==> src/design/tlcc_mul.sv <==
// Shared signed multiplier with a registered product.
// No dependencies.
`timescale 1ns / 1ps

module tlcc_mul #(
  parameter int W = 25
) (
  input  logic                  clk_i,
  input  logic signed [W-1:0]   a_i,
  input  logic signed [W-1:0]   b_i,
  output logic signed [2*W-1:0] p_o
);
  // Register the product
  always_ff @(posedge clk_i) begin
    p_o <= a_i * b_i;
  end
endmodule

==> config.mk <==
export PLATFORM = sky130hd
export DESIGN_NAME = tlcc_mul
export DESIGN_NICKNAME = d
export VERILOG_FILES = /design/src/design/tlcc_mul.sv
export SDC_FILE = /design/constraint.sdc
export NUM_CORES = 2
export LEC_CHECK = 0
export ABC_AREA = 1
export BUFFER_PORTS_ARGS = -buffer_cell sky130_fd_sc_hd__clkbuf_2
export CAP_MARGIN = 10
export CORE_AREA = 3 3 194 338
export DETAILED_ROUTE_END_ITERATION = 8
export DIE_AREA = 0 0 197 341
export PLACE_DENSITY = 0.62
export SLEW_MARGIN = 0
export SYNTH_ARGS = -nofsm -noshare
export SYNTH_HDL_FRONTEND = slang
export SYNTH_SLANG_ARGS = --single-unit
export TNS_END_PERCENT = 30
==> constraint.sdc <==
create_clock -name clk_i -period 9.6 [get_ports clk_i]
set_clock_uncertainty 0.05 [all_clocks]
set_input_delay 1.92 -clock clk_i [delete_from_list [all_inputs] [get_ports clk_i]]
set_output_delay 1.92 -clock clk_i [all_outputs]
set_load 0.02 [all_outputs]
== Yosys cells after proc, flatten, opt, wreduce, memory -nomap -nowiden ==
Index checks and enable logic that the tools add are counted.
Storage, ports and cells
  bits in registers: 50
  input bits: 51
  output and inout port bits: 50
  logic and storage cells: 2
Cells by class
  multiply operators: 1
Operators with widths (number)
  $mul 25x25->50: 1

== Longest topological paths before layout ==
  word-level depth: 1
  mapped depth: 30
  depth with buffers taken out: 28

== Worst setup path before layout ==
OpenSTA, ideal clock, no wires.
  path kind: input to register
  start point: input port a_i[24]
  end point: register p_o[47]
  setup time: 0.113 ns
  arrival time: 8.005 ns
  required time: 9.437 ns
  setup slack: 1.432 ns
  stages: 23
  buffers on the path: 2
  path through: clkbuf_1 > clkbuf_1 > nand2_1 > inv_1 > fa_1 > inv_1 > fa_1 > inv_1 > fa_1 > inv_1 > fa_1 > fa_1 > fa_1 > fa_1 > inv_1 > ha_1 > nand2_1 > nor2_1 > nand2_1 > nor3_2 > nand3_1 > nand4_1 > nand2_1
Between the ends
  cells in the longest elaborated chain, start to end: 1
Ends and longest elaborated chain
  from (decl): RTL line 9  | input logic signed [W-1:0] a_i,
  $mul 25x25->50: RTL line 15  | p_o <= a_i * b_i;
  to (signal assigned): RTL line 15
  to (decl): RTL line 11  | output logic signed [2*W-1:0] p_o
No other way between the ends.

== Worst setup path after layout ==
Same ends and word-level chain as after synthesis.

==> flow_summary_export.csv <==
group,metric,value,unit
floorplan,pin_count,101,
min_path,hold_class,"in2reg",
drt,wirelength,76100,um
drt,antenna_left,0,
clock_network,cts_setup_buffers,0,
synth,yosysWarningCount,0,
synth,synth_top_area_share,49.9,%
setup_path,slowest_delay,0.88,ns
synth,yosysSeqAreaShare,3.79,%
synth,synth_common_cells,"inv_1, nand2_1, fa_1",
timing,slew_headroom,38.8,%
setup_path,critical_path_class,"in2reg",
drt,drc,0,
timing,finalHoldViolations,0,
timing,rsz0062_at_grt,"no",
synth,synthArstFlopShare,0,%
setup_path,path_cells,"clkbuf_2, nand2_1, inv_1, fa_1, inv_1, fa_1, buf_4, inv_1, fa_1, inv_1, fa_1, fa_1, fa_1, fa_1, inv_1, ha_1, nand2_1, nor2_1, nand2_1, nor3_2, nand3_1, nand4_1, nand2_1",
grt,grt_max_degree,26,
synth,syn_nets,4340,
layout,fillCellCount,6529,
grt,grt_usage,23.9,%
layout,layout-drive-gt1-share,5.47,%
clock_network,ctsRootBufferMaster,"clkbuf_16",
synth,synth_area_leader_cell,"fa_1",
grt,antenna_found_initial,4,
timing,fin_crit,8.42,ns
setup_path,critPathMaxFanout,12,
synth,synth-edff-count,0,
grt,grt_pass1_vias,22830,
synth,ys_top_cells_by_area,"fa_1, inv_1, nand2_1",
setup_path,cpMostUsedCell,"fa_1",
layout,top_regs,"p_o (50)",
clock_network,clock_sinks,50,
drt,dr.pass1.iters,5,
clock_network,cts_tree,"yes",
flow_run,drv_cap,0,
floorplan,die_h,341,um
timing,max_freq,0.119,GHz
layout,syn_to_final_growth,4.82,%
floorplan,start_util,41.8,%
clock_network,h-tree-depth,2,
layout,largest-register,"p_o",
synth,yosys.cell_count.top_type,"inv_1",
synth,avgSynthCellArea,7.56,um2
floorplan,dieArea,0.0672,mm2
drt,first_iter_violations,1134,
setup_path,cp_data_required_time,9.76,ns
grt,overflow,0,
clock_network,clkTransAtPathRegs,0.07,ns
timing,tns,0,ns
timing,slew_viol_final,0,
drt,vias,20530,
synth,synth_cell_types,28,
floorplan,die_x,197,um
setup_path,cp-start-kind,"input pin",
drt,wl_per_cell,17.8,um
placement,gp_congestion,0.966,
grt,grt_pass1_wl,123000,um
floorplan,std_cell_rows,122,
placement,port_buffers,100,
outcome,status,"completed",
timing,tightest_slew,0.918,ns
synth,syn_area,0.0264,mm2
floorplan,core,0.0632,mm2
placement,place_hpwl,65900,um
timing,period_share,87.7,%
synth,ys_ff_latch,50,
layout,largest_reg_flops,50,
clock_network,cts_buffers,5,
clock_network,post_cts_resized,0,
setup_path,arrival,8.58,ns
setup_path,endpoint_kind,"flip-flop",
clock_network,holdBufCountCts,0,
layout,layout.nets,4322,
synth,ys.flop_type,"dfxtp_1",
drt,vias_per_cell,4.80,
clock_network,cts_buffer_depth,2,
setup_path,slowest_stage,"fa_1",
synth,syn_inst,3490,
timing,setup_viol,0,
[kinds of logic (layout without fill, tap and decap cells)]
group | count (synthesis) | count (layout) | synth area share [%]
compound gates | 63 | 63 | 1.30
xor+xnor | 31 | 31 | 1.03
fa+ha+maj | 799 | 799 | 56.6
buf+inv | 1353 | 1335 | 19.2
flops | 50 | 50 | 3.79
other cells | 0 | 3 | 0
simple gates | 1194 | 1194 | 18.1
[cells in the final DEF, fill, tap and decap left out, types with 5 or more instances in the layout]
cell	netlist	layout
fa_1	658	658
inv_1	1190	1190
nand3_1	41	41
dfxtp_1	50	50
nor2_1	86	86
inv_2	14	14
nor3_2	8	8
nor2_2	16	16
nor3_1	7	7
a21oi_1	44	44
o21ai_0	9	9
clkbuf_2	0	100
or2_2	7	7
xor2_1	20	20
xnor2_1	11	11
nand2_2	7	7
o21bai_1	6	6
buf_4	0	24
clkbuf_16	0	5
ha_1	141	141
nand2_1	995	995
nand4_1	16	16
[worst max-delay path: cells and delay by family]
family | cells | cell delay [ns]
and+or+nand+nor | 8 | 1.13
buffers and inverters | 7 | 1.04
adders and majority gates | 8 | 4.49
[worst paths after layout]
check / from / endpoint / cells after the start
hold / removal: b_i[0] / p_o[0] / 3
setup / recovery: a_i[24] / p_o[47] / 23
[stage by stage]
step                util [%]  hold slack, ns  cells  worst slack [ns]  instance area [um2]
finish                  43.8            2.18   4281              1.18                27700
global route            43.8            2.21   4281             0.739                27700
CTS                     43.8            2.17   4278              1.11                27700
detailed placement      43.6            2.29   4271             0.804                27500
global placement        43.6            2.29   4271             0.898                27500
floorplan                  -            2.15   3490              1.43                26400
[per-layer routing]
metal,routed length (um),share of wire (%),global-route usage [%],up-vias
met4,4690,6.2,11.9,2
met2,43000,56,46.8,586
met5,13,0.017,0,-
met1,25800,34,25.5,10306
li1,-,-,-,9418
met3,2640,3.5,1.47,218
[cell type report]
type | count | area [um2] | area share [%]
clock buffer | 6 | 129 | 0.466
inverter | 1204 | 4520 | 16.3
clock inverter | 1 | 7.51 | 0.0271
tap | 806 | 1010 | 3.64
antenna | 3 | 7.51 | 0.0271
timing repair buffer | 124 | 681 | 2.46
multi-input combinational | 2087 | 20300 | 73.4
sequential | 50 | 1000 | 3.62
Power is left out: the tool's default activity adds up to more than one toggle a clock period on the data nets, which glitch-free logic cannot reach.
