<file path="config.mk">
export PLATFORM = sky130hd
export DESIGN_NAME = tlcc_ram
export DESIGN_NICKNAME = d
export VERILOG_FILES = /design/src/design/tlcc_ram.sv
export SDC_FILE = /design/constraint.sdc
export NUM_CORES = 2
export LEC_CHECK = 0
export BUFFER_PORTS_ARGS = -buffer_cell sky130_fd_sc_hd__buf_2
export CAP_MARGIN = 10
export CORE_ASPECT_RATIO = 1.75
export CORE_MARGIN = 8
export CORE_UTILIZATION = 30
export CTS_CLUSTER_DIAMETER = 80
export DETAILED_ROUTE_END_ITERATION = 8
export MAX_ROUTING_LAYER = met4
export SKIP_CTS_REPAIR_TIMING = 1
export SLEW_MARGIN = 10
export SYNTH_ARGS = -nofsm -noshare
export SYNTH_HDL_FRONTEND = slang
export SYNTH_SLANG_ARGS = --single-unit
</file>
<file path="constraint.sdc">
create_clock -name clk_i -period 3.1 [get_ports clk_i]
set_input_delay 0.155 -clock clk_i [delete_from_list [all_inputs] [get_ports clk_i]]
set_output_delay 0.155 -clock clk_i [all_outputs]
set_load 0.02 [all_outputs]
</file>
<file path="src/design/tlcc_ram.sv">
// Generic single-write, single-read RAM with registered read data.
// No dependencies.
`timescale 1ns / 1ps

module tlcc_ram #(
  parameter int WIDTH = 30,
  parameter int DEPTH = 64
) (
  input  logic                     clk_i,
  input  logic                     we_i,
  input  logic [$clog2(DEPTH)-1:0] waddr_i,
  input  logic [WIDTH-1:0]         wdata_i,
  input  logic [$clog2(DEPTH)-1:0] raddr_i,
  output logic [WIDTH-1:0]         rdata_o
);
  logic [WIDTH-1:0] mem_q [DEPTH];

  // Write port
  always_ff @(posedge clk_i) begin
    if (we_i) begin
      mem_q[waddr_i] <= wdata_i;
    end
  end

  // Registered read port
  always_ff @(posedge clk_i) begin
    rdata_o <= mem_q[raddr_i];
  end
endmodule

</file>
* Yosys cells after proc, flatten, opt, wreduce, memory -nomap -nowiden *
Memories as Yosys holds them, arrays and structs flattened. A register that Yosys moved wholly into a read port is not among the register bits.
Index checks and enable logic that the tools add are counted.

word-level totals
  bits in registers = 0
  bits in writable memories = 1,920
  memories = 1

cells by class
  mux-type cells = 2

memories
  name   depth  width  read ports  clocked after Yosys merged registers in  write ports  RTL line  source
  mem_q  64     30     1           1                                        1            16        logic [WIDTH-1:0] mem_q [DEPTH];

operator list
  cell     number
  $mux W1  2

* Depth between registers and ports, before layout *
  word-level depth = 2
  gate-level depth with buffers = 11

* Worst setup path after synthesis *
No wires, ideal clock.

  kind = input -> register
  from = input port waddr_i[3]
  to = memory mem_q[48][0] (enable)
  setup time = 0.454 ns
  data arrival time = 2.720 ns
  data required time = 2.646 ns
  path slack = -0.074 ns
  stages = 4
  path buffers = 1
  cell sequence = clkbuf_1 -> nor2b_1 -> nand4b_1 -> nor3_1

RTL lines
  element             RTL line  source
  start: declaration  11        input logic [$clog2(DEPTH)-1:0] waddr_i,
  end: declaration    16

No word-level cell before the write port.

==> reports/qor.yml <==
status: "completed"
pin_count: 74
holdPathStages: 1
dr_total_vias: 35500
endpoint_kind: "flip-flop"
setup_viol: 0
crit_chain: "mux4_2 -> mux2i_1 -> nor2_1 -> a311oi_1 -> nor2_1"
ys_types: 38
cts_buffers: 165
gr-usage-all-layers_pct: 15.2
drv_slew: 0
critPathLaunchType: "flip-flop"
cap_violations: 0
path_common_cell: "nor2_1"
grt_pass1_wl_um: 282000
final.setup_skew_ns: 0.0476
dr.pass1.iters: 6
tightest_slew_ns: 1.25
drive_gt1_share_pct: 28.2
grt_max_degree: 65
synth_seq_cells: 1950
start_util_pct: 30.1
cts_tree: "done"
antenna_found_initial: 30
cp.required_ns: 3.76
synthCells: 3309
viasPerCell: 5.02
tns_ns: 0
clock-sinks: 1950
cts_buffer_depth: 4
vdd_drop_max_mv: 0.370
path_clk_slew_ns: 0.07
h-tree-depth: 4
fmax_mhz: 457
drtAntennaViolNets: 0
dp.cells: 6761
p_total_mw: 53.0
core_um2: 246000
max_stage_delay_ns: 0.52
timing.rr.start: "mem_q[23][5]$_DFFE_PP_"
hold_viol_final: 0
p_per_area_nw_per_um2: 615
drt-total-wl_um: 199000
die_h_um: 673
synth_nets: 3353
clock_latency_ns: 0.82
min-delay-start: "wdata_i[18]"
cts_root_buffer: "clkbuf_16"
hold_class: "in2reg"
grt_overflow_total: 0
fin_nets: 3700
rows: 241
drc: 0
avgSynthCellArea_um2: 22.4
crit_type: "reg2reg"
synthArstFlopShare_pct: 0
yosys_warnings: 0
critPathArrivalTime_ns: 2.85
port_buffers: 73
crit_buf_inv: 0
r2r_end: "rdata_o[5]$_DFF_P_"
cpLargestDelayFamily: "multiplexers"
pre_cts_ws_ns: 0.174
r2r_cells: 5
wire_per_inst_um: 28.2
worst_slack_ns: 0.912
dieWidth_um: 391
p_leak_nw: 26.9
final.period_utilization_pct: 70.6
drt-initial-drc-count: 3197
rsz0062_at_grt: "no"
path_max_fanout: 1
die_area_um2: 263000
dp_hpwl_um: 126000
slowest_stage: "a311oi_1"
fin_crit_ns: 2.19
reg2reg_setup_slack_ns: 0.91
hold_end: "mem_q[42][18]$_DFFE_PP_"
seq_area_frac_synth_pct: 78.8
routabilityCongestion: 0.810
grt_pass1_vias: 37200
area_delta_synth_final_pct: 16.5
synth_edf_count: 1920
synthFlopType: "edfxtp_1"
hold_ws_ns: 0.00395
synth_area_um2: 74000
max_slew_margin_pct: 16.5
fin_cells: 7071
## layout by cell type, fill, tap and decap left out, types with 54 or more instances in the layout
master     count
a22oi_1      111
buf_12        54
buf_2         67
buf_4        231
clkbuf_16    170
edfxtp_1    1920
mux2i_1      228
mux4_2       408
nor2_1        55
nor2_4        62
## cell families after synthesis
group / Yosys count / share of synthesized area, %
AND/OR/NAND/NOR: 281 / 1.86
buffers and inverters: 184 / 1.31
flip-flops: 1950 / 78.8
AO/OA/AOI/OAI: 258 / 2.57
multiplexers: 636 / 15.5
## sequential cells by signal, summed over array words and instances (netlist names)
register	cells
rdata_o	30
mem_q	1920
## metal layers
metal  share of wire (%)  vias to the layer above  global-route usage (%)
met3                 4.8                      312                    1.65
met1                  36                    19400                    16.8
met2                  56                     1105                    28.5
met4                 3.2                        0                    4.56
li1                    -                    14700                       -
met5                   0                        -                       -
## layout make-up
class | count | area [um2]
Tap cell | 3280 | 4100
Timing Repair Buffer | 363 | 3280
Sequential cell | 1950 | 58300
Multi-Input combinational cell | 1175 | 15300
Inverter | 1 | 3.75
Clock inverter | 85 | 865
Fill cell | 22400 | 160000
Clock buffer | 202 | 4400
Antenna cell | 15 | 37.5
## stage by stage
step	instance area [um2]	utilization, %
CTS	86100	35.0
detailed placement	80800	32.9
global route	86200	35.1
finish	86200	35.1
floorplan	74000	-
global placement	80800	32.9
## cells in the mapped netlist (all sizes together), types with 21 or more instances
master	n	area share, %
mux2i	228	3.1
dfxtp	30	0.81
nand4	23	0.19
edfxtp	1920	78
a22oi	111	1.1
clkbuf	80	0.41
o21ai	27	0.18
mux4	408	12
buf	103	0.90
nand2	30	0.15
o22ai	42	0.36
nor2	120	0.61
nor2b	36	0.30
a22o	21	0.25
nand3	27	0.18
a311oi	21	0.25
## worst register-to-register path: cells and delay by family (launching register included)
| kind | cells | cell delay, ns |
|---|---|---|
| and+or+nand+nor | 2 | 0.26 |
| AOI/OAI and AO/OA | 1 | 0.52 |
| DFF | 1 | 0.36 |
| muxes | 2 | 0.92 |
## where the power goes
group	leakage, nW	internal [mW]	switching [mW]
Sequential	17.5	29.2	0.132
Combinational	6.79	1.06	1.79
Clock	2.57	11.5	9.33
Total	26.9	41.8	11.3
## worst max path at each step
stage	end	start	slack [ns]	depth (start not counted)
after floorplan	mem_q[39][0]$_DFFE_PP_	waddr_i[5]	0.38	4
after global placement	rdata_o[5]$_DFF_P_	raddr_i[0]	0.17	7
after detailed placement	rdata_o[1]$_DFF_P_	raddr_i[2]	0.17	8
after CTS	rdata_o[5]$_DFF_P_	mem_q[22][5]$_DFFE_PP_	0.90	5
after global routing	rdata_o[5]$_DFF_P_	mem_q[19][5]$_DFFE_PP_	0.90	5
final	rdata_o[5]$_DFF_P_	mem_q[23][5]$_DFFE_PP_	0.91	5
No activity file was read; power rests on OpenSTA's default activity.
