$ cat config.mk
export PLATFORM = sky130hd
export DESIGN_NAME = tlcc_div
export DESIGN_NICKNAME = d
export VERILOG_FILES = /design/src/design/tlcc_pkg.sv /design/src/design/tlcc_div.sv
export SDC_FILE = /design/constraint.sdc
export NUM_CORES = 1
export LEC_CHECK = 0
export ABC_CLOCK_PERIOD_IN_PS = 4300
export BUFFER_PORTS_ARGS = -buffer_cell sky130_fd_sc_hd__buf_2
export CAP_MARGIN = 20
export CORE_AREA = 2 2 127 178
export CTS_CLUSTER_DIAMETER = 60
export DETAILED_ROUTE_END_ITERATION = 7
export DIE_AREA = 0 0 129 180
export GPL_ROUTABILITY_DRIVEN = 0
export GPL_TIMING_DRIVEN = 0
export PLACE_DENSITY = 0.59
export SETUP_SLACK_MARGIN = 0.2
export SLEW_MARGIN = 20
export SYNTH_ARGS = -nofsm -noshare
export SYNTH_HDL_FRONTEND = slang
export SYNTH_SLANG_ARGS = --single-unit
$ cat constraint.sdc
create_clock -name clk_i -period 4.3 [get_ports clk_i]
set_clock_uncertainty 0.1 [all_clocks]
set_input_delay 0.645 -clock clk_i [delete_from_list [all_inputs] [get_ports clk_i]]
set_output_delay 0.645 -clock clk_i [all_outputs]
set_load 0.02 [all_outputs]
$ cat src/design/tlcc_pkg.sv
// Shared constants and types for the tripwire line-crossing counter.
// No dependencies; tlcc_div, the top level and the testbench import this package.
`timescale 1ns / 1ps

package tlcc_pkg;

  // Item kinds
  localparam logic [1:0] KIND_NEW   = 2'd0;
  localparam logic [1:0] KIND_TRACK = 2'd1;
  localparam logic [1:0] KIND_LOST  = 2'd2;

  // Count modes
  localparam logic [1:0] MODE_IN   = 2'd0;
  localparam logic [1:0] MODE_OUT  = 2'd1;
  localparam logic [1:0] MODE_BOTH = 2'd2;

  // Configuration port
  localparam int CFG_IDX_W  = 3;
  localparam int CFG_DATA_W = 25;
  localparam logic [CFG_IDX_W-1:0] CFG_LINE_SX = 3'd0;
  localparam logic [CFG_IDX_W-1:0] CFG_LINE_SY = 3'd1;
  localparam logic [CFG_IDX_W-1:0] CFG_LINE_EX = 3'd2;
  localparam logic [CFG_IDX_W-1:0] CFG_LINE_EY = 3'd3;
  localparam logic [CFG_IDX_W-1:0] CFG_ZONE    = 3'd4;
  localparam logic [CFG_IDX_W-1:0] CFG_MODE    = 3'd5;

  // Fixed field widths
  localparam int ZONE_W  = 25;
  localparam int CNT_W   = 24;
  localparam int AREA_W  = 48;
  localparam int ADD_W   = 4;
  localparam int CROSS_W = 12;
  localparam int SPLIT_W = 16;

  localparam logic [CNT_W-1:0]  CNT_MAX  = {CNT_W{1'b1}};
  localparam logic [AREA_W-1:0] AREA_MAX = {AREA_W{1'b1}};
  localparam logic [ADD_W-1:0]  SCALE_MAX = {ADD_W{1'b1}};

  // Divider status toward the sequencer
  typedef struct packed {
    logic busy;
    logic rem_nz;
  } div_stat_t;

endpackage

$ cat src/design/tlcc_div.sv
// Restoring divider, one quotient bit per cycle, divisor given pre-shifted.
// Depends on tlcc_pkg for the status struct.
`timescale 1ns / 1ps

module tlcc_div #(
  parameter int NW   = 53,
  parameter int QW   = 12,
  parameter int CNTW = 4
) (
  input  logic                    clk_i,
  input  logic                    rst_ni,
  input  logic                    start_i,
  input  logic [NW-1:0]           num_i,
  input  logic [NW-1:0]           dsr_i,
  input  logic [CNTW-1:0]         steps_i,
  output tlcc_pkg::div_stat_t     stat_o,
  output logic [QW-1:0]           quot_o
);
  import tlcc_pkg::*;

  logic            busy_q;
  logic [CNTW-1:0] cnt_q;
  logic [NW-1:0]   rem_q;
  logic [NW-1:0]   dsr_q;
  logic [QW-1:0]   quot_q;
  logic            ge;

  assign ge = rem_q >= dsr_q;

  // Control: load on start, count down the steps
  always_ff @(posedge clk_i or negedge rst_ni) begin
    if (!rst_ni) begin
      busy_q <= 1'b0;
      cnt_q  <= '0;
    end else if (start_i) begin
      busy_q <= 1'b1;
      cnt_q  <= steps_i;
    end else if (busy_q) begin
      cnt_q <= cnt_q - CNTW'(1);
      if (cnt_q == CNTW'(1)) begin
        busy_q <= 1'b0;
      end
    end
  end

  // Datapath: subtract where it fits, shift the divisor down
  always_ff @(posedge clk_i) begin
    if (start_i) begin
      rem_q  <= num_i;
      dsr_q  <= dsr_i;
      quot_q <= '0;
    end else if (busy_q) begin
      if (ge) begin
        rem_q <= rem_q - dsr_q;
      end
      dsr_q  <= dsr_q >> 1;
      quot_q <= {quot_q[QW-2:0], ge};
    end
  end

  assign stat_o.busy   = busy_q;
  assign stat_o.rem_nz = |rem_q;
  assign quot_o        = quot_q;
endmodule

## Yosys cells after proc, flatten, opt, wreduce, memory -nomap -nowiden

Cells that the tools add are included.

- Logic and storage cells: 23
- Register bits: 123
- Output and inout bits: 14

- Magnitude comparators: 1
- Muxes and demuxes: 10
- Reductions and logical operators: 4
- Equality and inequality tests: 1
- Add/sub/neg operators: 2

Operators by type and width:

| kind | count |
|---|---|
| 53-bit 2-to-1 mux | 5 |
| 53-bit >= comparator | 1 |
| 53-bit OR reduction | 1 |
| 53-bit subtractor | 1 |
| 4-bit 2-to-1 mux | 2 |
| 4-bit by 1-bit == test with 1-bit output, second input constant | 1 |
| 2-bit nonzero test | 2 |
| 4-bit by 1-bit subtractor with 4-bit output, second input constant | 1 |
| 1-bit 2-to-1 mux | 3 |
| 2-bit AND reduction | 1 |

## Longest topological paths before layout

- Depth after elaboration: 4
- Depth in mapped cells: 12
- Gate-level depth less buffers: 12

## Least setup slack after synthesis

No wires, ideal clock.

- Kind: register -> register
- Start point: reg rem_q[4]
- End point: reg rem_q[0] (enable)
- Arrival: 3.323 ns
- Slack: 0.465 ns
- Library setup time: 0.412 ns
- Cell stages (with the launch flop): 11
- Data required time: 3.788 ns
- Cell sequence: edfxtp_1 > ha_1 > nand3_1 > o21ba_2 > o21ba_2 > o21ai_1 > a31oi_1 > a21oi_1 > a21oi_1 > o211ai_1 > nand2_1

- Word-level cells in the longest chain between the ends: 3

Ends and longest elaborated chain:

| item | RTL line | RTL |
|---|---|---|
| start: declaration | tlcc_div.sv:23 | `logic [NW-1:0] rem_q;` |
| start signal: assignment | tlcc_div.sv:49 | `rem_q <= num_i;` |
| start signal: assignment | tlcc_div.sv:54 | `rem_q <= rem_q - dsr_q;` |
| 53-bit >= comparator | tlcc_div.sv:28 | `assign ge = rem_q >= dsr_q;` |
| 2-bit nonzero test (no source line) | n/a |  |
| 2-bit AND reduction (no source line) | n/a |  |

Every way passes these cells.
A chain may end at the register's enable or synchronous reset.

## Worst setup path after layout

- Start point: reg rem_q[4]
- End point: reg rem_q[19] (enable)

Same word-level chain as after synthesis.

==> impl_results.html <==
<table>
<tr><th>Metric</th><th>Value</th></tr>
<tr><th colspan="2">Timing</th></tr>
<tr><td>Crit share post-route</td><td>89.5%</td></tr>
<tr><td>Final hold vios</td><td>0</td></tr>
<tr><td>Worst-margin pin slew</td><td>0.876 ns</td></tr>
<tr><td>Number of max-slew violations in the final report</td><td>0</td></tr>
<tr><td>Number of failing setup endpoints in the final timing report</td><td>0</td></tr>
<tr><td>Clock period minus worst slack</td><td>3.85 ns</td></tr>
<tr><td>Worst relative slew slack</td><td>41.6%</td></tr>
<tr><td>Unrepaired setup endpoints after global routing</td><td>no</td></tr>
<tr><td>Final setup margin</td><td>0.453 ns</td></tr>
<tr><td>F_max</td><td>260 MHz</td></tr>
<tr><td>Worst hold slack after final layout</td><td>0.322 ns</td></tr>
<tr><th colspan="2">Synth</th></tr>
<tr><td>Mean instance size in the synthesized netlist</td><td>8.85 um^2</td></tr>
<tr><td>#FFs+latches synth</td><td>123</td></tr>
<tr><td>Syn_nets</td><td>1,133</td></tr>
<tr><td>Post-synth EDFFs</td><td>106</td></tr>
<tr><td>Synth warnings</td><td>0</td></tr>
<tr><td>Combined area of all synthesized cells</td><td>8530 um^2</td></tr>
<tr><td>Instance count of the mapped netlist</td><td>964</td></tr>
<tr><td>Number of distinct library cell variants in the gate-level netlist after synthesis</td><td>68</td></tr>
<tr><td>Sequential area share after synthesis</td><td>41.6%</td></tr>
<tr><td>Post-synth top flop</td><td>sky130_fd_sc_hd__edfxtp_1</td></tr>
<tr><td>Share of synthesized flip-flops with an asynchronous set or reset</td><td>4.07%</td></tr>
<tr><th colspan="2">Placement</th></tr>
<tr><td>Setup Slack @ Placement</td><td>0.245 ns</td></tr>
<tr><td>Total half-perimeter wirelength after legalization and detailed placement</td><td>19.7 mm</td></tr>
<tr><td>Port-buffer cells</td><td>125</td></tr>
<tr><td>Placed Cells incl. Taps</td><td>1,388</td></tr>
<tr><th colspan="2">CTS</th></tr>
<tr><td>Number of buffers created by CTS</td><td>17</td></tr>
<tr><td>Clock latency at the later pin of the worst-skew pair</td><td>0.43 ns</td></tr>
<tr><td>Maximum clock insertion buffer count</td><td>2</td></tr>
<tr><td>TritonCTS clock tree</td><td>done</td></tr>
<tr><td>CTS sink count</td><td>123</td></tr>
<tr><td>Register clock-pin slew on the reported worst setup and hold paths</td><td>0.06 ns</td></tr>
<tr><td>H-tree Lvls</td><td>4</td></tr>
<tr><td>Master cell of the clock root buffer</td><td>sky130_fd_sc_hd__clkbuf_16</td></tr>
<tr><th colspan="2">Route</th></tr>
<tr><td>Number of iterations in the first detailed-routing pass</td><td>5</td></tr>
<tr><td>Number of vias per cell after detailed routing</td><td>5.39</td></tr>
<tr><td>WL final</td><td>25.4 mm</td></tr>
<tr><td>Number of nets still failing antenna checks after routing</td><td>0</td></tr>
<tr><td>Total via count after detailed routing</td><td>7,658</td></tr>
<tr><td>Number of DRC violations after detailed-routing iteration 0</td><td>508</td></tr>
<tr><td>DRC violation count after routing</td><td>0</td></tr>
<tr><td>Routed length per placed instance</td><td>17.9 um</td></tr>
<tr><th colspan="2">Cells and area</th></tr>
<tr><td>Post-layout instance count excluding filler cells</td><td>1,421</td></tr>
<tr><td>Number of nets in the layout</td><td>1,280</td></tr>
<tr><td>Antenna diode count</td><td>0</td></tr>
<tr><td>Layout cell share with drive strength beyond 1</td><td>17.5%</td></tr>
<tr><td>Combined area of the multi-input logic cells</td><td>4490 um^2</td></tr>
<tr><td>Fillcell total</td><td>2,184</td></tr>
<tr><td>Register Area</td><td>3550 um^2</td></tr>
<tr><td>Area grow syn2layout</td><td>19.4%</td></tr>
<tr><th colspan="2">Power</th></tr>
<tr><td>Reported net switching power</td><td>3.25 mW</td></tr>
<tr><td>Internal portion of total power</td><td>4.20 mW</td></tr>
<tr><td>Sw frac</td><td>43.7%</td></tr>
<tr><td>Leakage power summed over all cells</td><td>4.41 nW</td></tr>
<tr><td>Clock group share of total power</td><td>19.4%</td></tr>
<tr><td>Share of power burned in registers</td><td>27.7%</td></tr>
<tr><td>Worst vdd ir</td><td>0.340 mV</td></tr>
<tr><td>Proportion of power drawn by combinational gates</td><td>52.9%</td></tr>
<tr><td>Power per cell area</td><td>732 nW/um^2</td></tr>
<tr><td>Total power of the final layout</td><td>7.45 mW</td></tr>
<tr><th colspan="2">Job</th></tr>
<tr><td>Reported max-cap violation count</td><td>0</td></tr>
<tr><th colspan="2">Hold path</th></tr>
<tr><td>Type of the most critical hold path</td><td>in2reg</td></tr>
<tr><td>Number of instances on the worst hold path</td><td>3</td></tr>
<tr><th colspan="2">Die</th></tr>
<tr><td>Full die area</td><td>23,200 um^2</td></tr>
<tr><td>Chip Width</td><td>129 um</td></tr>
<tr><td>Area of the core</td><td>21,700 um^2</td></tr>
<tr><td>Effective utilization at floorplan</td><td>39.3%</td></tr>
<tr><td>Count of pins on the block boundary</td><td>127</td></tr>
<tr><td>Die Y</td><td>180 um</td></tr>
<tr><td>Row Count</td><td>64</td></tr>
<tr><th colspan="2">Global routing</th></tr>
<tr><td>Grt total ovfl</td><td>0</td></tr>
<tr><td>Global-route wire length before repair</td><td>39.1 mm</td></tr>
<tr><td>Tot GR Track Use</td><td>21.9%</td></tr>
<tr><td>Number of global-route vias before repair</td><td>7,538</td></tr>
<tr><td>Initial antenna violation count</td><td>1</td></tr>
<tr><td>Maximum number of pins on one net before global-route repair</td><td>33</td></tr>
<tr><th colspan="2">Worst setup path</th></tr>
<tr><td>Number of cells on the critical path</td><td>11</td></tr>
<tr><td>Largest driver fanout on the critical path</td><td>32</td></tr>
<tr><td>Data required time at the worst endpoint</td><td>4.32 ns</td></tr>
<tr><td>Top Family by Delay on Critical Path</td><td>compound AO/OA/AOI/OAI gates</td></tr>
<tr><td>Slowest stage cell, crit path</td><td>sky130_fd_sc_hd__a21oi_1</td></tr>
<tr><td>Reg2Reg Depth</td><td>11</td></tr>
<tr><td>Crit path arrival time</td><td>3.87 ns</td></tr>
<tr><td>Largest incremental delay on the critical path</td><td>0.52 ns</td></tr>
<tr><td>Cells along the critical path</td><td>ha_1 -&gt; nand3_1 -&gt; o21ba_2 -&gt; o21ba_2 -&gt; o21ai_1 -&gt; a31oi_2 -&gt; a21oi_1 -&gt; a21oi_1 -&gt; o211ai_1 -&gt; nand2_4 -&gt; buf_12</td></tr>
<tr><td>Kind of start point of the critical path</td><td>flop</td></tr>
<tr><td>Nature of the critical path endpoint</td><td>flop</td></tr>
<tr><td>Critical path class</td><td>reg2reg</td></tr>
<tr><td>Number of buffers and inverters on the critical path</td><td>1</td></tr>
<tr><th colspan="2">Outcome</th></tr>
<tr><td>Result of the run</td><td>finished clean</td></tr>
</table>
power groups by stage:
stage	Sequential, mW	Clock (mW)	Combinational, mW
floorplan	1.99	0	2.96
global placement	2.10	0	3.80
detailed placement	2.08	0	3.86
CTS	2.06	1.45	3.90
global route	2.10	1.50	4.36
finish	2.06	1.44	3.94
flip-flops by register name (all words and copies together) (netlist names):
register,count
dsr_q,53
busy_q,1
cnt_q,4
quot_o,12
rem_q,53
final cells by class:
| class | instances | share of cell area [%] |
|---|---|---|
| Timing Repair Buffer | 128 | 6.64 |
| Clock inverter | 11 | 0.762 |
| Clock buffer | 21 | 4.95 |
| Sequential cell | 123 | 34.9 |
| Buffer | 58 | 2.35 |
| Inverter | 73 | 2.69 |
| Multi-Input combinational cell | 710 | 44.1 |
| Tap cell | 297 | 3.65 |
Yosys cell counts (all sizes together), types with 8 or more instances:
cell	count	area [um^2]
nand2	149	562
o21ai	131	659
edfxtp	106	3180
inv	73	274
a21oi	63	323
ha	55	688
nor2	47	176
clkbuf	40	150
a21o	32	240
xnor2	26	228
nand4	23	144
buf	18	88.8
nor3	18	95.1
nor4	16	100
nand3	14	75.1
xor2	14	123
mux2i	13	130
dfxtp	12	240
o21bai	11	82.6
a31oi	10	62.6
o21a	9	67.6
o31ai	8	60.1
routing by layer:
metal  part of all wire [%]  GRT usage (%)  vias to the layer above
met1                     41           25.7                     3609
met3                    4.5           3.75                       46
met2                     52           39.2                      213
met5                  0.051              0                        -
met4                    2.8           8.39                        2
li1                       -              -                     3788
metrics by stage:
stage / utilization (%) / TNS [ns] / cell area (um^2)
final: 46.9 / 0 / 10200
after global routing: 46.9 / 0 / 10200
after CTS: 46.9 / 0 / 10200
after detailed placement: 44.1 / 0 / 9580
after global placement: 43.9 / -68.21 / 9520
after floorplan: - / 0 / 8530
final timing paths:
path,to,slack (ns),startpoint
worst min register to register,quot_o[11],0.41,quot_o[11]
worst max-delay path,rem_q[19],0.45,rem_q[4]
max in group asynchronous,cnt_q[3],3.52,rst_ni
min in group asynchronous,cnt_q[0],0.45,rst_ni
worst min-delay path,cnt_q[0],0.32,steps_i[0]
worst max register to register,rem_q[19],0.45,rem_q[4]
cells by family (layout without fill, tap and decap cells):
| kind of cell | after synthesis | count (layout) | share of synthesized area, % |
|---|---|---|---|
| compound gates | 306 | 306 | 22.6 |
| simple gates | 293 | 293 | 15.5 |
| buf+inv | 131 | 291 | 6.02 |
| flops | 123 | 123 | 41.6 |
| fa+ha+maj | 56 | 56 | 8.31 |
| xor+xnor | 40 | 40 | 4.11 |
| mux | 15 | 15 | 1.79 |
layout by cell type (no fill, tap or decap), types with 20 or more instances in the layout:
cell,n
sky130_fd_sc_hd__nand4_1,23
sky130_fd_sc_hd__buf_2,136
sky130_fd_sc_hd__edfxtp_1,106
sky130_fd_sc_hd__a21oi_1,61
sky130_fd_sc_hd__nand2_1,146
sky130_fd_sc_hd__clkbuf_1,41
sky130_fd_sc_hd__xnor2_1,26
sky130_fd_sc_hd__o21ai_0,125
sky130_fd_sc_hd__ha_1,55
sky130_fd_sc_hd__nor2_1,47
sky130_fd_sc_hd__inv_1,73
sky130_fd_sc_hd__clkbuf_16,20
sky130_fd_sc_hd__a21o_1,32
timing repair:
item | CTS | global route
hold buffers | 1 | 0
resized for setup | 0 | 1
buffers inserted | 0 | 0
endpoints found under the hold margin | 5 | 0
setup endpoints to repair | 0 | 32
worst register-to-register path: stages (launching register included):
cell and delay [ns]:
sky130_fd_sc_hd__edfxtp_1 0.42, sky130_fd_sc_hd__ha_1 0.41, sky130_fd_sc_hd__nand3_1 0.14, sky130_fd_sc_hd__o21ba_2 0.31
sky130_fd_sc_hd__o21ba_2 0.14, sky130_fd_sc_hd__o21ai_1 0.11, sky130_fd_sc_hd__a31oi_2 0.41, sky130_fd_sc_hd__a21oi_1 0.14
sky130_fd_sc_hd__a21oi_1 0.52, sky130_fd_sc_hd__o211ai_1 0.22, sky130_fd_sc_hd__nand2_4 0.33, sky130_fd_sc_hd__buf_12 0.27
Note: power is estimated with default switching activity, not from simulation.
